--- config.mk ---
export PLATFORM = sky130hd
export DESIGN_NAME = rau_mul
export DESIGN_NICKNAME = d
export VERILOG_FILES = /design/src/rtl/rational_arithmetic_unit_macros.svh /design/src/rtl/rau_pkg.sv /design/src/rtl/rau_mul.sv
export SDC_FILE = /design/constraint.sdc
export NUM_CORES = 2
export LEC_CHECK = 0
export BUFFER_PORTS_ARGS = -buffer_cell sky130_fd_sc_hd__buf_2
export CORE_ASPECT_RATIO = 0.6
export CORE_MARGIN = 1
export CORE_UTILIZATION = 36
export DETAILED_ROUTE_END_ITERATION = 10
export GPL_TIMING_DRIVEN = 0
export HOLD_SLACK_MARGIN = 0.02
export PLACE_DENSITY_LB_ADDON = 0.05
export SLEW_MARGIN = 10
export SYNTH_ARGS = -nofsm -noshare
export SYNTH_HDL_FRONTEND = slang
export SYNTH_SLANG_ARGS = --single-unit
--- constraint.sdc ---
create_clock -name clk -period 8.8 [get_ports clk]
set_input_delay 0.88 -clock clk [delete_from_list [all_inputs] [get_ports clk]]
set_output_delay 0.88 -clock clk [all_outputs]
set_load 0.1 [all_outputs]
--- src/rtl/rational_arithmetic_unit_macros.svh ---
// Assertion macros for the rational arithmetic unit
`ifndef RATIONAL_ARITHMETIC_UNIT_MACROS_SVH
`define RATIONAL_ARITHMETIC_UNIT_MACROS_SVH

// Assert that a condition implies another in the same cycle
`define RAU_ASSERT_IMPL(label, clk, rst_n, cond, prop) \
    label: assert property (@(posedge clk) disable iff (!rst_n) (cond) |-> (prop)) \
        else $error("assertion failed");

// Assert that a condition implies another in the next cycle
`define RAU_ASSERT_NEXT(label, clk, rst_n, cond, prop) \
    label: assert property (@(posedge clk) disable iff (!rst_n) (cond) |=> (prop)) \
        else $error("assertion failed");

`endif

--- src/rtl/rau_pkg.sv ---
// Shared types, constants and command codes for the rational arithmetic unit
package rau_pkg;

    localparam int WORD_BITS_DEF = 32;
    localparam int FIELD_BITS    = 32;

    localparam logic [2:0] CMD_ADD = 3'd0;
    localparam logic [2:0] CMD_SUB = 3'd1;
    localparam logic [2:0] CMD_MUL = 3'd2;
    localparam logic [2:0] CMD_DIV = 3'd3;
    localparam logic [2:0] CMD_LT  = 3'd4;
    localparam logic [2:0] CMD_EQ  = 3'd5;

    localparam logic [1:0] ST_OK       = 2'd0;
    localparam logic [1:0] ST_ZERO_DEN = 2'd1;
    localparam logic [1:0] ST_OVERFLOW = 2'd2;

    typedef struct packed {
        logic [2:0]                   command;
        logic signed [FIELD_BITS-1:0] a_num;
        logic signed [FIELD_BITS-1:0] a_den;
        logic signed [FIELD_BITS-1:0] b_num;
        logic signed [FIELD_BITS-1:0] b_den;
    } request_t;

    typedef struct packed {
        logic signed [FIELD_BITS-1:0] res_num;
        logic signed [FIELD_BITS-1:0] res_den;
        logic                         compare_true;
        logic [1:0]                   status;
    } result_t;

endpackage

--- src/rtl/rau_mul.sv ---
// Shared signed multiplier with a registered product
module rau_mul #(
    parameter int WORD_BITS = rau_pkg::WORD_BITS_DEF
) (
    input  logic                          clk,
    input  logic signed [WORD_BITS-1:0]   op_a,
    input  logic signed [WORD_BITS-1:0]   op_b,
    output logic signed [2*WORD_BITS-1:0] prod
);

    logic signed [2*WORD_BITS-1:0] prod_reg;

    // Register each product
    always_ff @(posedge clk)
    begin
        prod_reg <= (2*WORD_BITS)'(op_a) * (2*WORD_BITS)'(op_b);
    end

    assign prod = prod_reg;

endmodule

==> summary.md <==
| Metric | Value |
|---|---|
| Area growth from synthesis to layout | 9.72% |
| H-tree levels | 3 |
| Ys flop type | dfxtp_1 |
| Status | finished, final reports clean |
| Worst-path fanout max | 10 |
| Starting Density | 0.367 |
| Setup violations, final | 0 |
| DR iter-0 viols | 2769 |
| Post-Synth Simple-Gate Area | 0.154 |
| Core area | 0.101 sq mm |
| Worst Setup End Kind | flop |
| Clock transition at path regs | 0.09 ns |
| Max frequency | 115 MHz |
| DRT Pass-1 Iters | 5 |
| Core Util, Final | 0.403 |
| Post-synth ARST share | 0 |
| Hold buffers post-CTS | 0 |
| Initial antenna violation count | 16 |
| Commonest non-fill, non-tap cells in the layout | 1066 x fa_1, 944 x inv_1, 515 x and2_1 |
| Setup Crit Path Kind | in2reg |
| Hold Path Depth | 2 |
| TNS Setup | 0 ns |
| CTS tree | yes |
| Synthesized area | 0.0372 sq mm |
| Port Buffers | 128 |
| Final Hold Fails | 0 |
| Setup WS pre-CTS | -2.61 ns |
| Slew Viols, Final | 0 |
| RePlAce Congestion | 1.00 |
| Number of library cell types mapped by synthesis | 63 |
| Via density | 5.01 |
| Gate Count Post-Synth | 3884 |
| Commonest non-fill, non-tap cell in the layout | fa_1 |
| Crit start category | primary input |
| Vias in the first global route | 27900 |
| Worst endpoint required time | 9.14 ns |
| Drt drc | 0 |
| Relative slew slack | 0.323 |
| Worst-margin pin slew | 1.02 ns |
| Gr ovfl total | 0 |
| Fraction of layout cells with a size suffix above 1 | 0.103 |
| Total of max-cap violations | 0 |
| XOR/XNOR share of the synthesized area | 0.0176 |
| Gr usage total | 0.317 |
| Post-synthesis mux area share | 0 |
| Largest family of logic cells by synthesized area | adder cells |
| Die Footprint | 0.105 sq mm |
| Clk buf depth | 2 |
| Fin crit period | 8.71 ns |
| Worst min path class | in2reg |
| Via count | 27300 |
| DIE HEIGHT | 251 um |
| Adder-cell share of the synthesized area | 0.643 |
| Ranking of synthesized cells by area | fa_1 58%, inv_1 9.6%, and2_1 8.7% |
| Post-Route WL | 160 mm |
| Yosys reg bits | 64 |
| Root buffer cell | clkbuf_16 |
| Crit-path slowest cell | fa_1 |
| Detail Route Antenna Nets | 0 |
| Final period util | 0.990 |
| DP HPWL | 140 mm |
| First-pass GRT wire length | 226 mm |
| Post-synth net total | 5215 |
| Largest area contributor in the netlist | fa_1 |
| Final #Nets | 5382 |
| I/O pins | 129 |
| Most used cell, CP | fa_1 |
| Crit path arrival time | 9.05 ns |
| Largest stage delay, worst path | 0.61 ns |
| Largest net degree at the start of global routing | 22 |
| EDFF count, synth | 0 |
| Die X | 417 um |
| Ys Warns | 0 |
| Compound-Gate Fraction of Synth Area | 0.0346 |
| Drt wl/cell | 29.3 um |
| PnR worst setup slack | 0.0900 ns |
| # rows | 90 |
| Sequential element share of the synthesized area | 0.0344 |
| Syn Area/Cell | 9.59 sq um |
| Hold WS | 0.814 ns |
| Cts bufs inserted | 9 |
| Post-synth top area share | 0.582 |
| Largest register FFs | 64 |
| Clock sinks | 64 |
==> layer usage <==
layer,wire [um],track usage,part of all wire
met1,81200,0.536,0.51
met2,52500,0.351,0.33
met3,24500,0.145,0.15
met4,1480,0.0354,0.0093
met5,9,0,0.000056
==> per-stage QoR <==
stage / cells / cell area, sq um
3_5_place_dp: 5395 / 39700
2_1_floorplan: 3884 / 37200
4_1_cts: 5425 / 40400
6_report: 5442 / 40900
5_1_grt: 5438 / 40900
3_3_place_gp: 5392 / 39600
==> Yosys cell counts, types with 4 or more instances <==
library cell,instances
a211oi_1,4
a21o_1,23
a21oi_1,68
a31oi_1,12
and2_1,516
and3_1,7
clkbuf_1,195
dfxtp_1,64
fa_1,1082
ha_1,184
inv_1,952
nand2_1,511
nand2b_1,9
nand3_1,15
nand4_1,7
nor2_1,42
nor3_1,6
o21a_1,4
o21ai_0,28
o21bai_1,15
o31ai_1,6
or3_1,4
xnor2_1,53
xor2_1,22
==> worst max-delay path: cells and delay by family <==
family,cells,cell delay [ns]
simple gates,4,0.91
buf+inv,6,1.15
compound gates,5,1.40
fa+ha+maj,9,4.54
xor+xnor,1,0.14
==> cell type report <==
| cell class | instances | area [sq um] |
|---|---|---|
| Inverter | 952 | 3590 |
| Sequential cell | 64 | 1280 |
| Clock inverter | 6 | 114 |
| Antenna cell | 6 | 15.0 |
| Clock buffer | 10 | 239 |
| Fill cell | 10400 | 60600 |
| Buffer | 200 | 1140 |
| Tap cell | 1380 | 1730 |
| Timing Repair Buffer | 156 | 925 |
| Multi-Input combinational cell | 2668 | 31800 |
==> cell families (layout without fill, tap and decap cells) <==
family          Yosys count  after routing
flops                    64             64
xor+xnor                 75             75
fa+ha+maj              1266           1266
other cells               0              6
compound gates          193            193
buf+inv                1152           1324
simple gates           1134           1134
==> final timing paths <==
path | start | slack [ns] | end
hold / removal | op_b[0] | 0.81 | prod[0]
setup / recovery | op_a[14] | 0.09 | prod[63]
==> timing repair <==
| item | 4_1_cts | 5_1_grt |
|---|---|---|
| setup buffers | 14 | 11 |
| gates resized for setup | 165 | 275 |
| endpoints found under the setup margin | 30 | 14 |
| pin swaps | 5 | 8 |
Power is left out: the tool's default activity adds up to more than one toggle a clock period on the data nets, which glitch-free logic cannot reach.
