<file path="config.mk">
export PLATFORM = sky130hd
export DESIGN_NAME = rau_div
export DESIGN_NICKNAME = d
export VERILOG_FILES = /design/src/rtl/rational_arithmetic_unit_macros.svh /design/src/rtl/rau_pkg.sv /design/src/rtl/rau_div.sv
export SDC_FILE = /design/constraint.sdc
export NUM_CORES = 1
export LEC_CHECK = 0
export BUFFER_PORTS_ARGS = -buffer_cell sky130_fd_sc_hd__buf_2
export CORE_MARGIN = 2
export CORE_UTILIZATION = 50
export DETAILED_ROUTE_END_ITERATION = 10
export GPL_ROUTABILITY_DRIVEN = 0
export GPL_TIMING_DRIVEN = 0
export PLACE_DENSITY = 0.75
export SLEW_MARGIN = 20
export SYNTH_ARGS = -nofsm -noshare
export SYNTH_HDL_FRONTEND = slang
export SYNTH_SLANG_ARGS = --single-unit
</file>
<file path="constraint.sdc">
create_clock -name clk -period 4.7 [get_ports clk]
set_input_delay 0.705 -clock clk [delete_from_list [all_inputs] [get_ports clk]]
set_output_delay 0.705 -clock clk [all_outputs]
set_load 0.03 [all_outputs]
</file>
<file path="src/rtl/rational_arithmetic_unit_macros.svh">
// Assertion macros for the rational arithmetic unit
`ifndef RATIONAL_ARITHMETIC_UNIT_MACROS_SVH
`define RATIONAL_ARITHMETIC_UNIT_MACROS_SVH

// Assert that a condition implies another in the same cycle
`define RAU_ASSERT_IMPL(label, clk, rst_n, cond, prop) \
    label: assert property (@(posedge clk) disable iff (!rst_n) (cond) |-> (prop)) \
        else $error("assertion failed");

// Assert that a condition implies another in the next cycle
`define RAU_ASSERT_NEXT(label, clk, rst_n, cond, prop) \
    label: assert property (@(posedge clk) disable iff (!rst_n) (cond) |=> (prop)) \
        else $error("assertion failed");

`endif

</file>
<file path="src/rtl/rau_pkg.sv">
// Shared types, constants and command codes for the rational arithmetic unit
package rau_pkg;

    localparam int WORD_BITS_DEF = 32;
    localparam int FIELD_BITS    = 32;

    localparam logic [2:0] CMD_ADD = 3'd0;
    localparam logic [2:0] CMD_SUB = 3'd1;
    localparam logic [2:0] CMD_MUL = 3'd2;
    localparam logic [2:0] CMD_DIV = 3'd3;
    localparam logic [2:0] CMD_LT  = 3'd4;
    localparam logic [2:0] CMD_EQ  = 3'd5;

    localparam logic [1:0] ST_OK       = 2'd0;
    localparam logic [1:0] ST_ZERO_DEN = 2'd1;
    localparam logic [1:0] ST_OVERFLOW = 2'd2;

    typedef struct packed {
        logic [2:0]                   command;
        logic signed [FIELD_BITS-1:0] a_num;
        logic signed [FIELD_BITS-1:0] a_den;
        logic signed [FIELD_BITS-1:0] b_num;
        logic signed [FIELD_BITS-1:0] b_den;
    } request_t;

    typedef struct packed {
        logic signed [FIELD_BITS-1:0] res_num;
        logic signed [FIELD_BITS-1:0] res_den;
        logic                         compare_true;
        logic [1:0]                   status;
    } result_t;

endpackage

</file>
<file path="src/rtl/rau_div.sv">
// Restoring radix-2 divider for unsigned wide operands, one bit per cycle
module rau_div #(
    parameter int WORD_BITS = rau_pkg::WORD_BITS_DEF
) (
    input  logic                        clk,
    input  logic                        rst_n,
    input  logic                        start,
    input  logic [2*WORD_BITS-1:0]      dividend,
    input  logic [2*WORD_BITS-1:0]      divisor,
    output logic                        done,
    output logic [2*WORD_BITS-1:0]      quotient,
    output logic [2*WORD_BITS-1:0]      remainder
);

    localparam int W  = 2*WORD_BITS;
    localparam int CW = $clog2(W+1);

    logic [W-1:0]  quo_reg, quo_next;
    logic [W-1:0]  rem_reg, rem_next;
    logic [W-1:0]  dsr_reg, dsr_next;
    logic [CW-1:0] cnt_reg, cnt_next;
    logic          run_reg, run_next;
    logic          done_reg, done_next;
    logic [W:0]    trial;

    // Shift one dividend bit into the partial remainder and try a subtract
    always_comb
    begin
        quo_next  = quo_reg;
        rem_next  = rem_reg;
        dsr_next  = dsr_reg;
        cnt_next  = cnt_reg;
        run_next  = run_reg;
        done_next = 1'b0;
        trial     = {rem_reg, quo_reg[W-1]} - {1'b0, dsr_reg};
        if (start)
        begin
            quo_next = dividend;
            rem_next = '0;
            dsr_next = divisor;
            cnt_next = CW'(W);
            run_next = 1'b1;
        end
        else if (run_reg)
        begin
            if (!trial[W])
            begin
                rem_next = trial[W-1:0];
                quo_next = {quo_reg[W-2:0], 1'b1};
            end
            else
            begin
                rem_next = {rem_reg[W-2:0], quo_reg[W-1]};
                quo_next = {quo_reg[W-2:0], 1'b0};
            end
            cnt_next = cnt_reg - 1'b1;
            if (cnt_reg == CW'(1))
            begin
                run_next  = 1'b0;
                done_next = 1'b1;
            end
        end
    end

    always_ff @(posedge clk or negedge rst_n)
    begin
        if (!rst_n)
        begin
            cnt_reg  <= '0;
            run_reg  <= 1'b0;
            done_reg <= 1'b0;
        end
        else
        begin
            cnt_reg  <= cnt_next;
            run_reg  <= run_next;
            done_reg <= done_next;
        end
    end

    always_ff @(posedge clk)
    begin
        quo_reg <= quo_next;
        rem_reg <= rem_next;
        dsr_reg <= dsr_next;
    end

    assign done      = done_reg;
    assign quotient  = quo_reg;
    assign remainder = rem_reg;

endmodule

</file>
==> metrics.yaml <==
status: "finished clean"
synthCells: 1268
cts_setup_buffers: 0
drtIter0Drc: 788
rr_worst_depth: 14
synth_seq_cells: 201
cellLeakagePower_uw: 0.00641
cts.clk_slew.worst_paths_ns: 0.06
skew_ns: 0.0110
rsz0062_at_grt: "no"
ys_types: 67
cts-buffers-inserted: 24
htreeDepth: 1
dominantRegCellSynth: "edfxtp_1"
post_drt_via_cell_ratio: 5.74
synthDominantCellAreaShare_pct: 31.9
drv_cap: 0
clkLatencyLatePin_ns: 0.53
dr.pass1.iters: 5
synth_warnings: 0
wl_per_cell_um: 18.6
dp_hpwl_um: 26500
critPathSlowestCell: "a2111oi_4"
finalSetupTns_ns: 0
grt.overflow.total: 0
hold_violations: 0
tightest_slew_ns: 0.826
max_stage_delay_ns: 0.45
row_count: 56
fmax_mhz: 226
coreArea_um2: 23500
io_pins: 260
vias: 10900
grt_max_degree: 44
grtUsageTotal_pct: 26.8
post-route-util_pct: 62.0
path_class: "reg2reg"
fin_crit_sh_pct: 94.3
worst_setup_path_start_kind: "flop"
ant_nets: 0
syn_area_um2: 12100
worstPathMaxFanout: 10
cts_hold_buf: 0
worstSetupEndpointType: "flop"
setup_violations: 0
die_y_um: 159
start_util_pct: 51.2
required_ns: 4.92
wl_um: 35200
pwr_density_cell_nw_per_um2: 650
crit_chain: "inv_1 > ha_1 > fa_1 > nand2b_1 > a21oi_2 > o2111ai_2 > a2111oi_4 > o21ai_4 > a2111oi_4 > o21ai_1 > nand2_1 > buf_2 > buf_2 > o21ai_0"
cts_root_buffer: "clkbuf_16"
worstPathArrival_ns: 4.65
die_w_um: 159
drive_gt1_share_pct: 24.7
relSlewSlack_pct: 44.9
clock_path_buffers: 3
portBuffers: 259
fin_nets: 1753
synth_edf_count: 128
syn_to_final_growth_pct: 21.1
grt_pass1_wl_um: 55200
grt_pass1_vias: 10600
yosys-top-cells-area: "edfxtp_1 (32%), dfxtp_1 (11%), ha_1 (6.9%), mux2_2 (5.9%), nand2_1 (4.8%)"
min_period_ns: 4.43
post-synth-top-area-cell: "edfxtp_1"
antenna_found_initial: 3
hp-class: "in2async"
syn_nets: 1466
irDropWorstVdd_mv: 0.356
post_cts_resized: 0
synth_seq_area_share_pct: 44.4
drv_slew: 0
cts_sinks: 201
die-area_um2: 25400
syn_area_per_cell_um2: 9.50
drc: 0
synthArstFlopShare_pct: 4.48
cts_tree: "built"
-- cells in the final DEF, fill, tap and decap left out, drive strengths merged, types with 9 or more instances in the layout --
cell type    n
a211oi       9
a21o        17
a21oi       94
a311oi      47
a31oi        9
buf        278
clkbuf      85
dfrtp        9
dfxtp       64
edfxtp     128
ha          66
inv         92
mux2        63
nand2      155
nand2b      13
nand3       19
nand4       21
nor2       122
nor2b        9
nor3        21
o21a         9
o21ai       59
o21bai      15
xnor2       33
xor2        23
-- metrics by stage --
| step | power [uW] | hold WS, ns | instance area [um2] | cells | worst slack [ns] |
|---|---|---|---|---|---|
| finish | 9480 | 0.0213 | 14600 | 1893 | 0.268 |
| global route | 10100 | 0.0154 | 14600 | 1893 | 0.0321 |
| CTS | 9450 | 0.00839 | 14600 | 1892 | 0.255 |
| detailed placement | 7530 | 0.509 | 13800 | 1848 | 0.324 |
| global placement | 7450 | 0.495 | 13700 | 1846 | 0.182 |
| floorplan | 6210 | 0.409 | 12100 | 1268 | 1.01 |
-- power breakdown --
| part | total [uW] | leakage, uW | switching [uW] | internal [uW] |
|---|---|---|---|---|
| Combinational | 4910 | 0.00409 | 3190 | 1720 |
| Clock | 1880 | 0.000389 | 760 | 1120 |
| Sequential | 2690 | 0.00193 | 380 | 2310 |
-- layout make-up --
class                      count  area [um2]
sequential                   201        5350
fill                        2042        8950
inverter                      91         342
buffer                        69         315
timing repair buffer         261        1340
multi-input combinational    907        6050
clock buffer                  33         676
clock inverter                11         125
antenna                        1        2.50
tap                          319         399
-- cell usage after synthesis, types with 5 or more instances --
master and count:
o21a_1 9, nor2b_1 9, nand2b_1 13, xnor2_1 33
nor3_1 21, mux2_2 63, dfxtp_1 64, a21o_1 17
clkbuf_1 52, edfxtp_1 128, a211oi_1 9, nand3_1 19
o31ai_1 6, o21ai_0 57, inv_1 91, a21oi_1 93
a211o_1 6, a311oi_1 47, and3_1 5, a31oi_1 9
nand4_1 21, o221ai_1 5, ha_1 66, dfrtp_1 9
or3_1 6, a21boi_0 6, buf_2 6, mux2i_1 6
nand2_1 155, xor2_1 23, o211ai_1 6, o21bai_1 15
buf_4 6, nor2_1 121
-- worst paths after layout --
path / end / slack [ns] / start
max reg2reg: quotient[0] / 0.27 / quotient[63]
max in group asynchronous: cnt_reg[1] / 4.50 / rst_n
min in group clk: dsr_reg[5] / 0.35 / divisor[5]
min: done / 0.02 / rst_n
max: quotient[0] / 0.27 / quotient[63]
min reg2reg: remainder[30] / 0.51 / remainder[29]
-- critical path, delay by kind of cell, from the launching register on --
family,cells,cell delay (ns)
buffers and inverters,3,0.68
flip-flops,1,0.41
adder cells (fa/ha/maj),2,0.60
AO/OA/AOI/OAI,7,2.00
AND/OR/NAND/NOR,2,0.42
-- layer usage --
layer  GRT usage, %  share of wire [%]  wire length [um]  up-vias
li1               -                  -                 -     5191
met1           32.7                 39             13800     5059
met2           45.7                 47             16700      519
met3           6.28                9.1              3220       90
met4           10.9                4.4              1560        2
met5              0              0.031                11        -
-- logic make-up after synthesis --
logic type               Yosys count  share of synthesized area, %
adder cells (fa/ha/maj)           67                          7.02
AND/OR/NAND/NOR                  395                          14.5
flip-flops                       201                          44.4
multiplexers                      69                          6.39
AO/OA/AOI/OAI                    320                          18.2
XOR/XNOR                          56                          4.07
buffers and inverters            160                          5.45
Note: power is estimated with default switching activity, not from simulation.
